==> src/sv/dfts_pkg.sv <==
// shared types, constants and character helpers for the decimal float text scanner
package dfts_pkg;

    localparam int MAX_DIGITS   = 20;
    localparam int LENGTH_BITS  = 16;
    localparam int COUNT_W      = $clog2(MAX_DIGITS + 1);
    localparam int DIGIT_IDX_W  = (MAX_DIGITS > 1) ? $clog2(MAX_DIGITS) : 1;
    localparam int OUT_LEN_W    = 16;
    localparam int ACC_W        = 20;
    localparam int SHIFT_W      = 21;
    localparam int EXP_W        = 22;
    localparam int BCD_W        = 40;

    localparam logic [ACC_W-1:0]          ACC_LIMIT = ACC_W'(999999);
    localparam logic signed [SHIFT_W-1:0] SHIFT_MAX = SHIFT_W'(999999);
    localparam logic signed [SHIFT_W-1:0] SHIFT_MIN = -SHIFT_W'(999999);
    localparam logic [LENGTH_BITS-1:0]    LEN_MAX   = {LENGTH_BITS{1'b1}};

    localparam logic [7:0] CH_SPACE = 8'h20;
    localparam logic [7:0] CH_TAB   = 8'h09;
    localparam logic [7:0] CH_CR    = 8'h0d;
    localparam logic [7:0] CH_PLUS  = 8'h2b;
    localparam logic [7:0] CH_MINUS = 8'h2d;
    localparam logic [7:0] CH_POINT = 8'h2e;
    localparam logic [7:0] CH_ZERO  = 8'h30;
    localparam logic [7:0] CH_NINE  = 8'h39;
    localparam logic [7:0] CH_UP_A  = 8'h41;
    localparam logic [7:0] CH_UP_Z  = 8'h5a;
    localparam logic [7:0] CH_LO_A  = 8'h61;
    localparam logic [7:0] CH_LO_E  = 8'h65;
    localparam logic [7:0] CH_LO_F  = 8'h66;
    localparam logic [7:0] CH_LO_I  = 8'h69;
    localparam logic [7:0] CH_LO_N  = 8'h6e;
    localparam logic [7:0] CH_LO_T  = 8'h74;
    localparam logic [7:0] CH_LO_Y  = 8'h79;
    localparam logic [7:0] CASE_GAP = 8'h20;

    typedef enum logic [3:0] {
        PH_IDLE,
        PH_SPACE,
        PH_NAN,
        PH_SIGNED,
        PH_INF,
        PH_INT,
        PH_FRAC,
        PH_EXPMARK,
        PH_EXPSIGN,
        PH_EXPDIG
    } t_phase;

    typedef enum logic [1:0] {
        KIND_NONE,
        KIND_NUMBER,
        KIND_INF,
        KIND_NAN
    } t_kind;

    function automatic logic [7:0] to_lower(input logic [7:0] c);
        return (c >= CH_UP_A && c <= CH_UP_Z) ? c + CASE_GAP : c;
    endfunction

    function automatic logic is_space(input logic [7:0] c);
        return (c == CH_SPACE) || (c >= CH_TAB && c <= CH_CR);
    endfunction

    function automatic logic is_digit(input logic [7:0] c);
        return (c >= CH_ZERO) && (c <= CH_NINE);
    endfunction

    function automatic logic [7:0] nan_letter(input logic [1:0] idx);
        logic [7:0] l;
        unique case (idx)
            2'd1:    l = CH_LO_A;
            default: l = CH_LO_N;
        endcase
        return l;
    endfunction

    function automatic logic [7:0] inf_letter(input logic [2:0] idx);
        logic [7:0] l;
        unique case (idx)
            3'd0:    l = CH_LO_I;
            3'd1:    l = CH_LO_N;
            3'd2:    l = CH_LO_F;
            3'd3:    l = CH_LO_I;
            3'd4:    l = CH_LO_N;
            3'd5:    l = CH_LO_I;
            3'd6:    l = CH_LO_T;
            default: l = CH_LO_Y;
        endcase
        return l;
    endfunction

endpackage

==> src/sv/decimal_float_text_scanner.sv <==
// Decimal float text scanner: one text byte per item in, one token summary per finished token out.
// The block takes one byte per clock and reports a token from the result register: the byte that
// ends it passes an input register, then the scan-state update that loads the result. Throughput is
// one byte per cycle as long as the result side takes results; the only loop is the scan-state
// update. A result that is not taken holds the scan, so the input takes at most one more byte
// and then stalls until the result leaves. Up to MAX_DIGITS significant digits are
// kept as BCD; the decimal exponent already includes the shift from fraction digits and digits
// dropped past the limit.
module decimal_float_text_scanner
    import dfts_pkg::*;
(
    input  logic                           i_clk,
    input  logic                           i_rst_n,
    input  logic                           i_valid,
    output logic                           o_ready,
    input  logic [7:0]                     i_char_code,
    input  logic                           i_starts_string,
    output logic                           o_valid,
    input  logic                           i_ready,
    output logic                           o_negative,
    output logic [1:0]                     o_number_kind,
    output logic [4:0]                     o_digit_count,
    output logic [BCD_W-1:0]               o_digits_first_ten,
    output logic [BCD_W-1:0]               o_digits_last_ten,
    output logic signed [EXP_W-1:0]        o_decimal_exponent,
    output logic [OUT_LEN_W-1:0]           o_consumed_length
);

    // input register
    logic       r_s1_valid;
    logic [7:0] r_s1_char;
    logic       r_s1_start;

    // scan state
    t_phase                     r_phase,   n_phase,   c_phase;
    logic [2:0]                 r_kp,      n_kp,      c_kp;
    logic                       r_sign,    n_sign,    c_sign;
    t_kind                      r_kind,    n_kind,    c_kind;
    logic [3:0]                 r_digits [MAX_DIGITS];
    logic [3:0]                 n_digits [MAX_DIGITS];
    logic [3:0]                 c_digits [MAX_DIGITS];
    logic [COUNT_W-1:0]         r_count,   n_count,   c_count;
    logic signed [SHIFT_W-1:0]  r_ps,      n_ps,      c_ps;
    logic [ACC_W-1:0]           r_acc,     n_acc,     c_acc;
    logic                       r_expneg,  n_expneg,  c_expneg;
    logic [LENGTH_BITS-1:0]     r_len,     n_len,     c_len;

    // result register
    logic                       r_out_valid;
    logic                       r_out_neg;
    t_kind                      r_out_kind;
    logic [4:0]                 r_out_count;
    logic [BCD_W-1:0]           r_out_first;
    logic [BCD_W-1:0]           r_out_last;
    logic signed [EXP_W-1:0]    r_out_exp;
    logic [OUT_LEN_W-1:0]       r_out_len;

    // decisions from the state logic
    logic       proc;
    logic       emit;
    t_kind      fin_kind;
    logic [2:0] fin_trim;

    // result fields
    logic                       res_neg;
    logic [4:0]                 res_count;
    logic [BCD_W-1:0]           res_first;
    logic [BCD_W-1:0]           res_last;
    logic signed [EXP_W-1:0]    res_exp;
    logic [OUT_LEN_W-1:0]       res_len;

    logic [7:0] ch;
    logic [7:0] lc;
    logic [3:0] dval;
    logic       dig;

    assign proc    = r_s1_valid && (!r_out_valid || i_ready);
    assign o_ready = !r_s1_valid || proc;

    always_ff @(posedge i_clk) begin
        if (!i_rst_n) begin
            r_s1_valid <= 1'b0;
        end else if (o_ready) begin
            r_s1_valid <= i_valid;
        end
    end

    always_ff @(posedge i_clk) begin
        if (o_ready && i_valid) begin
            r_s1_char  <= i_char_code;
            r_s1_start <= i_starts_string;
        end
    end

    // a start byte abandons the scan in progress
    always_comb begin
        c_phase  = r_s1_start ? PH_SPACE : r_phase;
        c_kp     = r_s1_start ? 3'd0 : r_kp;
        c_sign   = r_s1_start ? 1'b0 : r_sign;
        c_kind   = r_s1_start ? KIND_NONE : r_kind;
        c_count  = r_s1_start ? '0 : r_count;
        c_ps     = r_s1_start ? '0 : r_ps;
        c_acc    = r_s1_start ? '0 : r_acc;
        c_expneg = r_s1_start ? 1'b0 : r_expneg;
        c_len    = r_s1_start ? '0 : r_len;
        for (int i = 0; i < MAX_DIGITS; i++) begin
            c_digits[i] = r_s1_start ? 4'd0 : r_digits[i];
        end
    end

    assign ch   = r_s1_char;
    assign lc   = to_lower(r_s1_char);
    assign dval = r_s1_char[3:0];
    assign dig  = is_digit(r_s1_char);

    // next state
    always_comb begin
        logic fall_signed;
        logic fall_expdig;
        logic do_int;
        logic do_frac;
        logic do_exp;
        logic do_consume;
        logic [ACC_W+3:0] acc10;

        n_phase  = c_phase;
        n_kp     = c_kp;
        n_sign   = c_sign;
        n_kind   = c_kind;
        n_count  = c_count;
        n_ps     = c_ps;
        n_acc    = c_acc;
        n_expneg = c_expneg;
        n_len    = c_len;
        for (int i = 0; i < MAX_DIGITS; i++) begin
            n_digits[i] = c_digits[i];
        end
        emit        = 1'b0;
        fin_kind    = KIND_NONE;
        fin_trim    = 3'd0;
        fall_signed = 1'b0;
        fall_expdig = 1'b0;
        do_int      = 1'b0;
        do_frac     = 1'b0;
        do_exp      = 1'b0;
        do_consume  = 1'b0;
        acc10       = '0;

        unique case (c_phase)
            PH_IDLE: begin
            end
            PH_SPACE: begin
                if (is_space(ch)) begin
                    do_consume = 1'b1;
                end else if (lc == CH_LO_N) begin
                    n_phase    = PH_NAN;
                    n_kp       = 3'd0;
                    do_consume = 1'b1;
                end else if (ch == CH_PLUS || ch == CH_MINUS) begin
                    n_sign     = (ch == CH_MINUS);
                    n_phase    = PH_SIGNED;
                    do_consume = 1'b1;
                end else begin
                    fall_signed = 1'b1;
                end
            end
            PH_SIGNED: begin
                fall_signed = 1'b1;
            end
            PH_NAN: begin
                if (c_kp >= 3'd2) begin
                    emit     = 1'b1;
                    fin_kind = KIND_NAN;
                end else if (lc == nan_letter(c_kp[1:0] + 2'd1)) begin
                    n_kp       = c_kp + 3'd1;
                    do_consume = 1'b1;
                end else begin
                    emit = 1'b1;
                end
            end
            PH_INF: begin
                if (c_kp == 3'd7) begin
                    emit     = 1'b1;
                    fin_kind = KIND_INF;
                end else if (lc == inf_letter(c_kp + 3'd1)) begin
                    n_kp       = c_kp + 3'd1;
                    do_consume = 1'b1;
                end else if (c_kp >= 3'd2) begin
                    // partial "infinity" falls back to plain "inf"
                    emit     = 1'b1;
                    fin_kind = KIND_INF;
                    fin_trim = c_kp - 3'd2;
                end else begin
                    emit = 1'b1;
                end
            end
            PH_INT, PH_FRAC: begin
                if (dig) begin
                    do_int     = (c_phase == PH_INT);
                    do_frac    = (c_phase == PH_FRAC);
                    do_consume = 1'b1;
                end else if (ch == CH_POINT && c_phase == PH_INT) begin
                    n_phase    = PH_FRAC;
                    do_consume = 1'b1;
                end else if (lc == CH_LO_E && c_kind == KIND_NUMBER) begin
                    n_phase    = PH_EXPMARK;
                    do_consume = 1'b1;
                end else begin
                    emit     = 1'b1;
                    fin_kind = c_kind;
                end
            end
            PH_EXPMARK: begin
                if (ch == CH_PLUS || ch == CH_MINUS) begin
                    n_expneg   = (ch == CH_MINUS);
                    n_phase    = PH_EXPSIGN;
                    do_consume = 1'b1;
                end else if (!dig) begin
                    emit     = 1'b1;
                    fin_kind = c_kind;
                    fin_trim = 3'd1;
                end else begin
                    fall_expdig = 1'b1;
                end
            end
            PH_EXPSIGN: begin
                if (!dig) begin
                    emit     = 1'b1;
                    fin_kind = c_kind;
                    fin_trim = 3'd2;
                end else begin
                    fall_expdig = 1'b1;
                end
            end
            PH_EXPDIG: begin
                if (dig) begin
                    fall_expdig = 1'b1;
                end else begin
                    emit     = 1'b1;
                    fin_kind = c_kind;
                end
            end
            default: begin
            end
        endcase

        if (fall_signed) begin
            if (lc == CH_LO_I) begin
                n_phase    = PH_INF;
                n_kp       = 3'd0;
                do_consume = 1'b1;
            end else if (dig) begin
                do_int     = 1'b1;
                n_phase    = PH_INT;
                do_consume = 1'b1;
            end else if (ch == CH_POINT) begin
                n_phase    = PH_FRAC;
                do_consume = 1'b1;
            end else begin
                emit = 1'b1;
            end
        end

        if (fall_expdig) begin
            do_exp     = 1'b1;
            n_phase    = PH_EXPDIG;
            do_consume = 1'b1;
        end

        if (do_int || do_frac) begin
            n_kind = KIND_NUMBER;
        end
        if (do_int && c_count >= COUNT_W'(MAX_DIGITS) && c_ps > SHIFT_MIN) begin
            // digits past the limit only scale the value
            n_ps = c_ps - SHIFT_W'(1);
        end
        if (do_frac && c_count < COUNT_W'(MAX_DIGITS) && c_ps < SHIFT_MAX) begin
            n_ps = c_ps + SHIFT_W'(1);
        end
        if ((do_int || do_frac) && c_count < COUNT_W'(MAX_DIGITS)
                && (c_count != '0 || dval != 4'd0)) begin
            n_digits[c_count[DIGIT_IDX_W-1:0]] = dval;
            n_count = c_count + COUNT_W'(1);
        end

        if (do_exp) begin
            acc10 = {c_acc, 3'b000} + {2'b00, c_acc, 1'b0} + (ACC_W+4)'(dval);
            n_acc = (acc10 > (ACC_W+4)'(ACC_LIMIT)) ? ACC_LIMIT : acc10[ACC_W-1:0];
        end

        if (do_consume && c_len != LEN_MAX) begin
            n_len = c_len + LENGTH_BITS'(1);
        end

        if (emit) begin
            n_phase  = PH_IDLE;
            n_kp     = 3'd0;
            n_sign   = 1'b0;
            n_kind   = KIND_NONE;
            n_count  = '0;
            n_ps     = '0;
            n_acc    = '0;
            n_expneg = 1'b0;
            n_len    = '0;
            for (int i = 0; i < MAX_DIGITS; i++) begin
                n_digits[i] = 4'd0;
            end
        end
    end

    // result fields for the token being closed
    always_comb begin
        logic signed [EXP_W-1:0]  exp_mag;
        logic [LENGTH_BITS-1:0]   len_trim;

        res_neg   = 1'b0;
        res_count = 5'd0;
        res_first = '0;
        res_last  = '0;
        res_exp   = '0;
        res_len   = '0;
        exp_mag   = $signed({2'b00, c_acc});
        len_trim  = (c_len != LEN_MAX) ? c_len - LENGTH_BITS'(fin_trim) : c_len;

        if (fin_kind != KIND_NONE) begin
            res_neg = (fin_kind == KIND_NUMBER || fin_kind == KIND_INF) ? c_sign : 1'b0;
            res_len = OUT_LEN_W'(len_trim);
        end
        if (fin_kind == KIND_NUMBER) begin
            res_count = 5'(c_count);
            for (int i = 0; i < MAX_DIGITS; i++) begin
                if (i < 10) begin
                    res_first[BCD_W-1-4*i -: 4] = c_digits[i];
                end else begin
                    res_last[BCD_W-1-4*(i-10) -: 4] = c_digits[i];
                end
            end
            res_exp = (c_expneg ? -exp_mag : exp_mag) - EXP_W'(c_ps);
        end
    end

    always_ff @(posedge i_clk) begin
        if (!i_rst_n) begin
            r_phase  <= PH_IDLE;
            r_kp     <= 3'd0;
            r_sign   <= 1'b0;
            r_kind   <= KIND_NONE;
            r_count  <= '0;
            r_ps     <= '0;
            r_acc    <= '0;
            r_expneg <= 1'b0;
            r_len    <= '0;
            for (int i = 0; i < MAX_DIGITS; i++) begin
                r_digits[i] <= 4'd0;
            end
        end else if (proc) begin
            r_phase  <= n_phase;
            r_kp     <= n_kp;
            r_sign   <= n_sign;
            r_kind   <= n_kind;
            r_count  <= n_count;
            r_ps     <= n_ps;
            r_acc    <= n_acc;
            r_expneg <= n_expneg;
            r_len    <= n_len;
            for (int i = 0; i < MAX_DIGITS; i++) begin
                r_digits[i] <= n_digits[i];
            end
        end
    end

    always_ff @(posedge i_clk) begin
        if (!i_rst_n) begin
            r_out_valid <= 1'b0;
        end else if (proc && emit) begin
            r_out_valid <= 1'b1;
        end else if (i_ready) begin
            r_out_valid <= 1'b0;
        end
    end

    always_ff @(posedge i_clk) begin
        if (proc && emit) begin
            r_out_neg   <= res_neg;
            r_out_kind  <= fin_kind;
            r_out_count <= res_count;
            r_out_first <= res_first;
            r_out_last  <= res_last;
            r_out_exp   <= res_exp;
            r_out_len   <= res_len;
        end
    end

    assign o_valid            = r_out_valid;
    assign o_negative         = r_out_neg;
    assign o_number_kind      = r_out_kind;
    assign o_digit_count      = r_out_count;
    assign o_digits_first_ten = r_out_first;
    assign o_digits_last_ten  = r_out_last;
    assign o_decimal_exponent = r_out_exp;
    assign o_consumed_length  = r_out_len;

endmodule

==> config.mk <==
export PLATFORM = sky130hd
export DESIGN_NAME = decimal_float_text_scanner
export DESIGN_NICKNAME = d
export VERILOG_FILES = /design/src/sv/dfts_pkg.sv /design/src/sv/decimal_float_text_scanner.sv
export SDC_FILE = /design/constraint.sdc
export NUM_CORES = 1
export LEC_CHECK = 0
export BUFFER_PORTS_ARGS = -buffer_cell sky130_fd_sc_hd__clkbuf_2
export CAP_MARGIN = 20
export CORE_MARGIN = 4
export CORE_UTILIZATION = 30
export DETAILED_ROUTE_END_ITERATION = 6
export SYNTH_ARGS = -nofsm -noshare
export SYNTH_HDL_FRONTEND = slang
export SYNTH_SLANG_ARGS = --single-unit
==> constraint.sdc <==
create_clock -name i_clk -period 10.8 [get_ports i_clk]
set_input_delay 1.08 -clock i_clk [delete_from_list [all_inputs] [get_ports i_clk]]
set_output_delay 1.08 -clock i_clk [all_outputs]
set_load 0.05 [all_outputs]
==> results of run 1 <==
[layout make-up]
class	count	area, sq um
Fill cell	6019	38800
Multi-Input combinational cell	1421	9420
Sequential cell	290	7960
Tap cell	773	967
Timing Repair Buffer	156	837
Clock buffer	36	795
Clock inverter	22	273
Inverter	54	204
[report_power, final]
| part | switching (uW) | leakage, uW | internal (uW) |
|---|---|---|---|
| Sequential | 11.1 | 0.00277 | 1220 |
| Clock | 473 | 0.000507 | 652 |
| Combinational | 133 | 0.00422 | 38.1 |
| Total | 617 | 0.00749 | 1910 |
[worst max path at each step]
stage / cells past startpoint / from / end / slack (ns)
finish: 20 / r_s1_start / o_consumed_length[14] / 4.69
global route: 20 / r_s1_start / o_consumed_length[14] / 4.16
CTS: 20 / r_s1_start / o_consumed_length[14] / 4.65
detailed placement: 20 / r_s1_start / o_consumed_length[14] / 4.69
global placement: 20 / r_s1_start / o_consumed_length[14] / 4.81
floorplan: 17 / r_s1_start / o_consumed_length[0] / 1.28
[stage by stage]
step                      hold slack, ns  setup slack (ns)  utilization (%)  total power (uW)
after global placement             0.430              4.81             32.7              1430
after global routing               0.458              4.16             34.5              2620
after detailed placement           0.435              4.69             32.7              1430
after CTS                          0.444              4.65             34.5              2570
after floorplan                    0.417              1.28                -              1380
final                              0.442              4.69             34.5              2530
[sequential cells by signal, summed over array words and instances, names as in the netlist]
| name | cells |
|---|---|
| r_digits | 80 |
| o_digits_first_ten | 40 |
| o_digits_last_ten | 40 |
| o_decimal_exponent | 22 |
| r_ps | 21 |
| r_acc | 20 |
| o_consumed_length | 16 |
| r_len | 16 |
| ch | 8 |
| o_digit_count | 5 |
| r_count | 5 |
| r_phase | 4 |
| r_kp | 3 |
| o_number_kind | 2 |
| r_kind | 2 |
| o_negative | 1 |
| o_valid | 1 |
| r_expneg | 1 |
| r_s1_start | 1 |
| r_s1_valid | 1 |
| r_sign | 1 |
[placed cells by master, fill, tap and decap left out, types with 20 or more instances in the layout]
cell / synthesis / routed
sky130_fd_sc_hd__xor2_1: 29 / 29
sky130_fd_sc_hd__nor4_1: 20 / 20
sky130_fd_sc_hd__ha_1: 82 / 81
sky130_fd_sc_hd__nor3_1: 41 / 41
sky130_fd_sc_hd__nand2_1: 141 / 141
sky130_fd_sc_hd__nand4_1: 25 / 25
sky130_fd_sc_hd__nand3_1: 32 / 32
sky130_fd_sc_hd__o21ai_0: 82 / 82
sky130_fd_sc_hd__edfxtp_1: 215 / 215
sky130_fd_sc_hd__and2_1: 105 / 105
sky130_fd_sc_hd__mux2i_1: 83 / 83
sky130_fd_sc_hd__inv_1: 53 / 52
sky130_fd_sc_hd__nor2b_1: 121 / 121
sky130_fd_sc_hd__dfxtp_1: 75 / 75
sky130_fd_sc_hd__nor2_1: 208 / 207
sky130_fd_sc_hd__xnor2_1: 26 / 26
sky130_fd_sc_hd__clkbuf_16: 0 / 31
sky130_fd_sc_hd__a21oi_1: 85 / 85
sky130_fd_sc_hd__clkbuf_2: 1 / 140
[worst max-delay path: stages, from the launching register on]
cell and delay, ns:
sky130_fd_sc_hd__edfxtp_1 0.97, sky130_fd_sc_hd__buf_12 0.56, sky130_fd_sc_hd__nor2_1 0.21, sky130_fd_sc_hd__ha_1 0.51
sky130_fd_sc_hd__or4b_2 0.61, sky130_fd_sc_hd__o211ai_1 0.14, sky130_fd_sc_hd__xor2_1 0.16, sky130_fd_sc_hd__or4_4 0.17
sky130_fd_sc_hd__nand2_1 0.07, sky130_fd_sc_hd__nor2_1 0.21, sky130_fd_sc_hd__nand3_1 0.10, sky130_fd_sc_hd__o21ai_0 0.10
sky130_fd_sc_hd__ha_1 0.17, sky130_fd_sc_hd__inv_1 0.06, sky130_fd_sc_hd__fa_1 0.40, sky130_fd_sc_hd__a221oi_1 0.56
sky130_fd_sc_hd__nand2_1 0.28, sky130_fd_sc_hd__nor2_1 0.27, sky130_fd_sc_hd__nand2_1 0.08, sky130_fd_sc_hd__nand3_1 0.09
sky130_fd_sc_hd__a21oi_1 0.07
[kinds of logic (layout without fill, tap and decap cells)]
group / count (synthesis) / after routing / synth area share [%]
AO/OA/AOI/OAI: 390 / 390 / 15.1
XOR/XNOR: 55 / 55 / 2.68
adder cells (fa/ha/maj): 86 / 86 / 6.15
buffers and inverters: 155 / 268 / 3.46
flip-flops: 290 / 290 / 44.2
multiplexers: 84 / 84 / 4.68
AND/OR/NAND/NOR: 806 / 806 / 23.7
[metal layers]
layer	up-vias	wire [um]	GRT usage (%)
met4	4	1060	3.86
met2	418	23400	25.1
met3	81	2530	2.01
met5	-	21	0
met1	6988	22600	20.5
li1	6998	-	-
==> results.md, run 1 <==
| Quantity | Reported | Unit |
| --- | --- | --- |
| Post-DRT Antenna Nets | 0 | - |
| Number of enable flip-flop cells after synthesis | 215 | - |
| Via density | 5.26 | - |
| Die Width | 253 | um |
| Worst-case clock skew | 0.0349 | ns |
| Antenna violations before repair | 2 | - |
| Area share of the leading cell type in the synthesized netlist | 35.9 | % |
| Starting utilization of the core area | 30.4 | % |
| Post-Synthesis Mean Instance Area | 9.64 | sq um |
| Leakage power of the design | 0.00749 | uW |
| R2R Setup Slk | 4.69 | ns |
| Power per cell area | 124 | nW/um^2 |
| Cell chosen for the clock root | sky130_fd_sc_hd__clkbuf_16 | - |
| Maximum capacitance violations | 0 | - |
| Arrival time worst endpoint | 6.44 | ns |
| Number of synthesized register bits | 290 | - |
| First-pass GRT wire length | 79,100 | um |
| Hold path start | r_len[0] | - |
| Yosys warning total | 0 | - |
| WHS Endpoint | r_len[0] | - |
| Class of the most critical hold timing path | reg -> reg | - |
| Cells taking the most area after synthesis | sky130_fd_sc_hd__edfxtp_1, sky130_fd_sc_hd__dfxtp_1, sky130_fd_sc_hd__ha_1 | - |
| Length of the first detailed-routing pass in iterations | 6 | - |
| Placeable core region | 59,200 | sq um |
| Die Height | 253 | um |
| Fraction of registers with async set or reset after synthesis | 0 | % |
| Final weighted congestion in routability-driven placement | 0.907 | - |
| TritonCTS Buffers | 31 | - |
| Post-synth top area cell | sky130_fd_sc_hd__edfxtp_1 | - |
| Reg-to-reg critical path endpoint | o_consumed_length[14] | - |
| Actual transition at the worst max-transition pin | 1.02 | ns |
| R2R Path Start | r_s1_start | - |
| Net count after synthesis | 1,965 | - |
| Maximum root-to-sink buffer count | 3 | - |
| Critical Path RT | 11.12 | ns |
| Top_reg_cell synth | sky130_fd_sc_hd__edfxtp_1 | - |
| Fraction of the yosys area taken by sequential cells | 44.2 | % |
| Worst Setup End Kind | register | - |
| Routed wire per std cell | 18.0 | um |
| Final routed wirelength across all metal layers | 49,600 | um |
| Maximum number of pins on one net before global-route repair | 161 | - |
| Post-detailed-placement half-perimeter wirelength | 34,700 | um |
| Crit Path Category | reg -> reg | - |
| Share of the clock period used by the worst path after layout | 56.6 | % |
| Period minus WS final | 6.11 | ns |
| Number of cell instances on the worst register-to-register path | 20 | - |
| GR Util All Layers | 14.9 | % |
| Quantity of hold-fixing buffers added after cts | 0 | - |
| Max Slew Vio Count | 0 | - |
| Remaining global-route overflow | 0 | - |
| Placed cell area | 19,400 | sq um |
| Startpoint kind of the worst setup timing path | register | - |
| Setup fix buffers added after clock tree synthesis | 0 | - |
| Maximum achievable frequency | 164 | MHz |
| Post-cts repair resize count | 0 | - |
| Number of setup violations in the final report | 0 | - |
| Growth of design area from synthesis to finish | 13.7 | % |
| Commonest cells post-synth | sky130_fd_sc_hd__edfxtp_1, sky130_fd_sc_hd__nor2_1, sky130_fd_sc_hd__nand2_1 | - |
| Die outline area | 63,900 | sq um |
| DRC violation count after routing | 0 | - |
| CTS tree | built | - |
| Level count of the clock H-tree | 1 | - |
| Worst-skew pair later-pin latency | 0.60 | ns |
| Max-slew headroom at the worst pin | 32.0 | % |
| Mapped cell area | 18,000 | sq um |
| Count of mapped cells out of synthesis | 1,866 | - |
| Number of diodes | 0 | - |
| Status | completed | - |
| Critical-path maximum fanout | 160 | - |
| Placed insts | 2,693 | - |
| Total non-filler cell area in the finished layout | 20,500 | sq um |
| Number of cells in the finished layout apart from fillers | 2,752 | - |
| Final sum of negative setup slack | 0 | ns |
| IO Pins | 141 | - |
| Layout cell share with drive strength beyond 1 | 12.7 | % |
| First-iteration detailed-routing DRC count | 970 | - |
| Max IR drop VDD | 0.000127 | V |
| Number of sinks on the clock net | 290 | - |
| Vias in the first global route | 14,200 | - |
| Number of nets in the finished design | 2,053 | - |
| Fin. Hold Viols | 0 | - |
| Worst hold path depth | 2 | - |
| Most frequent cell after synthesis | sky130_fd_sc_hd__edfxtp_1 | - |
| Number of buffers added on ports | 140 | - |
| Std cell rows | 89 | - |
| Via count | 14,500 | - |
| Setup repair after global routing missed its margin | no | - |
| Number of distinct library cell variants in the gate-level netlist after synthesis | 101 | - |
| Worst-path clk slew | 0.07 | ns |
Note: power is estimated with default switching activity, not from simulation.
==> run 2, diff against run 1 <==
--- a/config.mk
+++ b/config.mk
@@ -5,6 +5,7 @@
 export SDC_FILE = /design/constraint.sdc
 export NUM_CORES = 1
 export LEC_CHECK = 0
+export ABC_AREA = 1
 export BUFFER_PORTS_ARGS = -buffer_cell sky130_fd_sc_hd__clkbuf_2
 export CAP_MARGIN = 20
 export CORE_MARGIN = 4
==> constraint.sdc (replaced) <==
create_clock -name i_clk -period 6.3 [get_ports i_clk]
set_input_delay 0.63 -clock i_clk [delete_from_list [all_inputs] [get_ports i_clk]]
set_output_delay 0.63 -clock i_clk [all_outputs]
set_load 0.05 [all_outputs]
==> run 2 against run 1 <==
Compared with the run above: power increased by 81%; register-to-register slack got worse by 3.6 ns; first-iteration DRC count increased by 8.4%; sequential cell count did not move.
==> results.md, run 2 <==
| Quantity | Reported | Unit | Delta |
| --- | --- | --- | --- |
| Cell chosen for the clock root | sky130_fd_sc_hd__clkbuf_16 | - |  |
| Number of buffers added on ports | 140 | - | unchanged |
| Critical-path maximum fanout | 42 | - | -74% |
| Period minus WS final | 5.17 | ns | -0.943 ns |
| Placeable core region | 60,500 | sq um | +2.1% |
| Critical Path RT | 6.57 | ns | -4.55 ns |
| Class of the most critical hold timing path | in -> reg | - |  |
| Final routed wirelength across all metal layers | 52,500 | um | +5.8% |
| Internal portion of total power | 3480 | uW | +82% |
| Number of cells in the finished layout apart from fillers | 3,393 | - | +23% |
| Via density | 4.83 | - | -8.3% |
| Post-cts repair resize count | 0 | - | unchanged |
| TritonCTS Buffers | 34 | - | +9.7% |
| Setup fix buffers added after clock tree synthesis | 0 | - | unchanged |
| Switching power | 1110 | uW | +80% |
| Layout cell share with drive strength beyond 1 | 9.92 | % | -2.8 points |
| Layer carrying the most global-route usage | met2 | - |  |
| DRC violation count after routing | 0 | - | unchanged |
| Max FFs per register | 80 | - | unchanged |
| Global-route track usage on met2 | 26.3 | % | +1.2 points |
| Antenna violations before repair | 2 | - | unchanged |
| Worst Setup End Kind | register | - |  |
| Clock network power share | 47.1 | % | +2.6 points |
| Highest-count cells in the layout ignoring fill and taps | sky130_fd_sc_hd__nand2_1, sky130_fd_sc_hd__nor2_1, sky130_fd_sc_hd__inv_1 | - |  |
| Most frequent standard cell in the layout excluding fill and tap cells | sky130_fd_sc_hd__nand2_1 | - |  |
| First-iteration detailed-routing DRC count | 1,051 | - | +8.4% |
| Final weighted congestion in routability-driven placement | 0.895 | - | -1.3% |
| Maximum achievable frequency | 193 | MHz | +18% |
| Xor and xnor area share after synthesis | 1.10 | % | -1.6 points |
| Via count | 16,400 | - | +13% |
| Max stage delay on crit path | 0.48 | ns | -0.49 ns |
| Final sum of negative setup slack | 0 | ns | unchanged |
| Synthesized-area fraction occupied by ao, oa, aoi and oai cells | 11.0 | % | -4.0 points |
| Fraction of registers with async set or reset after synthesis | 0 | % | unchanged |
| Power per cell area | 219 | nW/um^2 | +77% |
| Met3 global-route usage | 2.70 | % | +0.69 points |
| Number of enable flip-flop cells after synthesis | 215 | - | unchanged |
| Kind of cell adding the most delay to the critical path | simple AND/OR/NAND/NOR gates | - |  |
| Met1 Usage GRT | 21.0 | % | +0.52 points |
| Die outline area | 65,100 | sq um | +1.9% |
| Number of setup violations in the final report | 0 | - | unchanged |
| Number of fill cells | 6,389 | - | +6.1% |
| Number of sinks on the clock net | 290 | - | unchanged |
| Number of diodes | 0 | - | unchanged |
| Std cell rows | 90 | - | +1.1% |
| Quantity of hold-fixing buffers added after cts | 0 | - | unchanged |
| Worst-case clock skew | 0.0239 | ns | -0.0110 ns |
| Post-DRT Antenna Nets | 0 | - | unchanged |
| Die Width | 255 | um | +0.93% |
| Remaining global-route overflow | 0 | - | unchanged |
| Post-Synthesis Mean Instance Area | 7.42 | sq um | -23% |
| Vias in the first global route | 15,400 | - | +8.5% |
| Switching portion of total power | 24.2 | % | -0.16 points |
| Count of mapped cells out of synthesis | 2,470 | - | +32% |
| Leakage power of the design | 0.00943 | uW | +26% |
| Overall Power | 4590 | uW | +81% |
| Total area of multi-input combinational cells | 8880 | sq um | -5.8% |
| GR Util All Layers | 15.7 | % | +0.73 points |
| Arrival time worst endpoint | 5.44 | ns | -1.00 ns |
| Maximum capacitance violations | 0 | - | unchanged |
| Max IR drop VDD | 0.000119 | V | -5.8% |
| Growth of design area from synthesis to finish | 14.3 | % |  |
| Area share of the leading cell type in the synthesized netlist | 35.2 | % | -0.68 points |
| Slowest CP cell | sky130_fd_sc_hd__buf_4 | - |  |
| Status | completed | - |  |
| Setup repair after global routing missed its margin | no | - |  |
| Dominant combinational cell family by area after synthesis | simple AND/OR/NAND/NOR gates | - |  |
| Number of nets in the finished design | 2,684 | - | +31% |
| Post-synth top area cell | sky130_fd_sc_hd__edfxtp_1 | - |  |
| First-pass GRT wire length | 82,700 | um | +4.6% |
| Max Slew Vio Count | 0 | - | unchanged |
| Logic pwr share | 6.7 | % | about the same |
| Sequential cell fraction of total power | 46.2 | % | -2.6 points |
| Actual transition at the worst max-transition pin | 0.860 | ns | -0.159 ns |
| Commonest cells post-synth | sky130_fd_sc_hd__nand2_1, sky130_fd_sc_hd__nor2_1, sky130_fd_sc_hd__inv_1 | - |  |
| Crit Path Category | reg -> reg | - |  |
| CTS tree | built | - |  |
| Area share of and/or/nand/nor cells after synthesis | 30.1 | % | +6.4 points |
| Share of the clock period used by the worst path after layout | 82.1 | % | +25 points |
| Worst-path clk slew | 0.06 | ns | about the same |
| Starting utilization of the core area | 30.3 | % | -0.042 points |
| Adder and majority cell fraction of the synthesized area | 6.03 | % | -0.12 points |
| Placed insts | 3,331 | - | +24% |
| Yosys warning total | 0 | - | unchanged |
| Length of the first detailed-routing pass in iterations | 5 | - | -1 |
| Most frequent CP cell | sky130_fd_sc_hd__nand2_1 | - |  |
| Sum of buffers and inverters on the critical path | 7 | - | +5 |
| Routed wire per std cell | 15.5 | um | -14% |
| Top_reg_cell synth | sky130_fd_sc_hd__edfxtp_1 | - |  |
| Fin. Hold Viols | 0 | - | unchanged |
| Max-slew headroom at the worst pin | 42.1 | % | +10 points |
| Post-detailed-placement half-perimeter wirelength | 37,500 | um | +8.0% |
| Mapped cell area | 18,300 | sq um | +1.9% |
| Number of distinct library cell variants in the gate-level netlist after synthesis | 57 | - | -44% |
| Multiplexer area fraction after synthesis | 0.109 | % | -4.6 points |
| Worst-skew pair later-pin latency | 0.55 | ns | -0.05 ns |
| Cells taking the most area after synthesis | sky130_fd_sc_hd__edfxtp_1, sky130_fd_sc_hd__nand2_1, sky130_fd_sc_hd__dfxtp_1 | - |  |
| Final core area utilization | 34.7 | % | +0.14 points |
| Most flop-heavy register | r_digits | - |  |
| Number of synthesized register bits | 290 | - | unchanged |
| Net count after synthesis | 2,569 | - | +31% |
| Register area | 7960 | sq um | unchanged |
| IO Pins | 141 | - | unchanged |
| Maximum root-to-sink buffer count | 3 | - | unchanged |
| Level count of the clock H-tree | 2 | - | +1 |
| Most frequent cell after synthesis | sky130_fd_sc_hd__nand2_1 | - |  |
| Startpoint kind of the worst setup timing path | register | - |  |
| Fraction of the yosys area taken by sequential cells | 43.4 | % | -0.84 points |
| Maximum number of pins on one net before global-route repair | 65 | - | -60% |
| Die Height | 255 | um | +0.93% |
[run 2: through the flow]
stage / area [sq um] / hold WS [ns] / worst slack, ns
finish: 21000 / 0.269 / 1.13
CTS: 21000 / 0.244 / 1.17
detailed placement: 19700 / 0.439 / 1.19
global placement: 19700 / 0.437 / 1.37
floorplan: 18300 / 0.426 / 1.08
global route: 21000 / 0.253 / 0.557
[run 2: power groups by stage]
stage | clock, uW | combinational [uW] | sequential (uW)
finish | 2160 | 306 | 2120
detailed placement | 0 | 309 | 2170
global placement | 0 | 308 | 2160
floorplan | 0 | 145 | 2240
global route | 2280 | 333 | 2130
CTS | 2220 | 309 | 2120
[run 2: path summary, 6_finish.rpt]
path	start	to	slack, ns	cells past startpoint
worst min register to register	r_acc[14]	r_acc[14]	0.45	2
worst max-delay path	r_s1_start	o_consumed_length[15]	1.13	25
worst min-delay path	i_char_code[4]	ch[4]	0.27	1
worst max register to register	r_s1_start	o_consumed_length[15]	1.13	25
[run 2: kinds of logic (layout without fill, tap and decap cells)]
family | after synthesis | in the layout
mux | 2 | 2
fa+ha+maj | 86 | 86
xor+xnor | 23 | 23
compound gates | 376 | 376
flops | 290 | 290
buf+inv | 365 | 506
simple gates | 1328 | 1328
[run 2: cell type report]
| type | count | share of cell area [%] |
|---|---|---|
| inverter | 286 | 5.18 |
| timing repair buffer | 158 | 4.05 |
| tap | 782 | 4.67 |
| multi-input combinational | 1815 | 42.3 |
| clock buffer | 41 | 4.48 |
| sequential | 290 | 38.0 |
| clock inverter | 21 | 1.32 |
[run 2: worst reg2reg max path: cells and delay by family, from the launching register on]
kind | cells | cell delay [ns]
AND/OR/NAND/NOR | 13 | 1.90
buffers and inverters | 7 | 1.23
AO/OA/AOI/OAI | 3 | 0.81
adder cells (fa/ha/maj) | 2 | 0.59
flip-flops | 1 | 0.40
[run 2: metal layers]
layer / vias up / wire [um]
li1: 8388 / -
met1: 7502 / 23700
met2: 406 / 24600
met3: 90 / 2820
met4: 4 / 1330
met5: - / 38
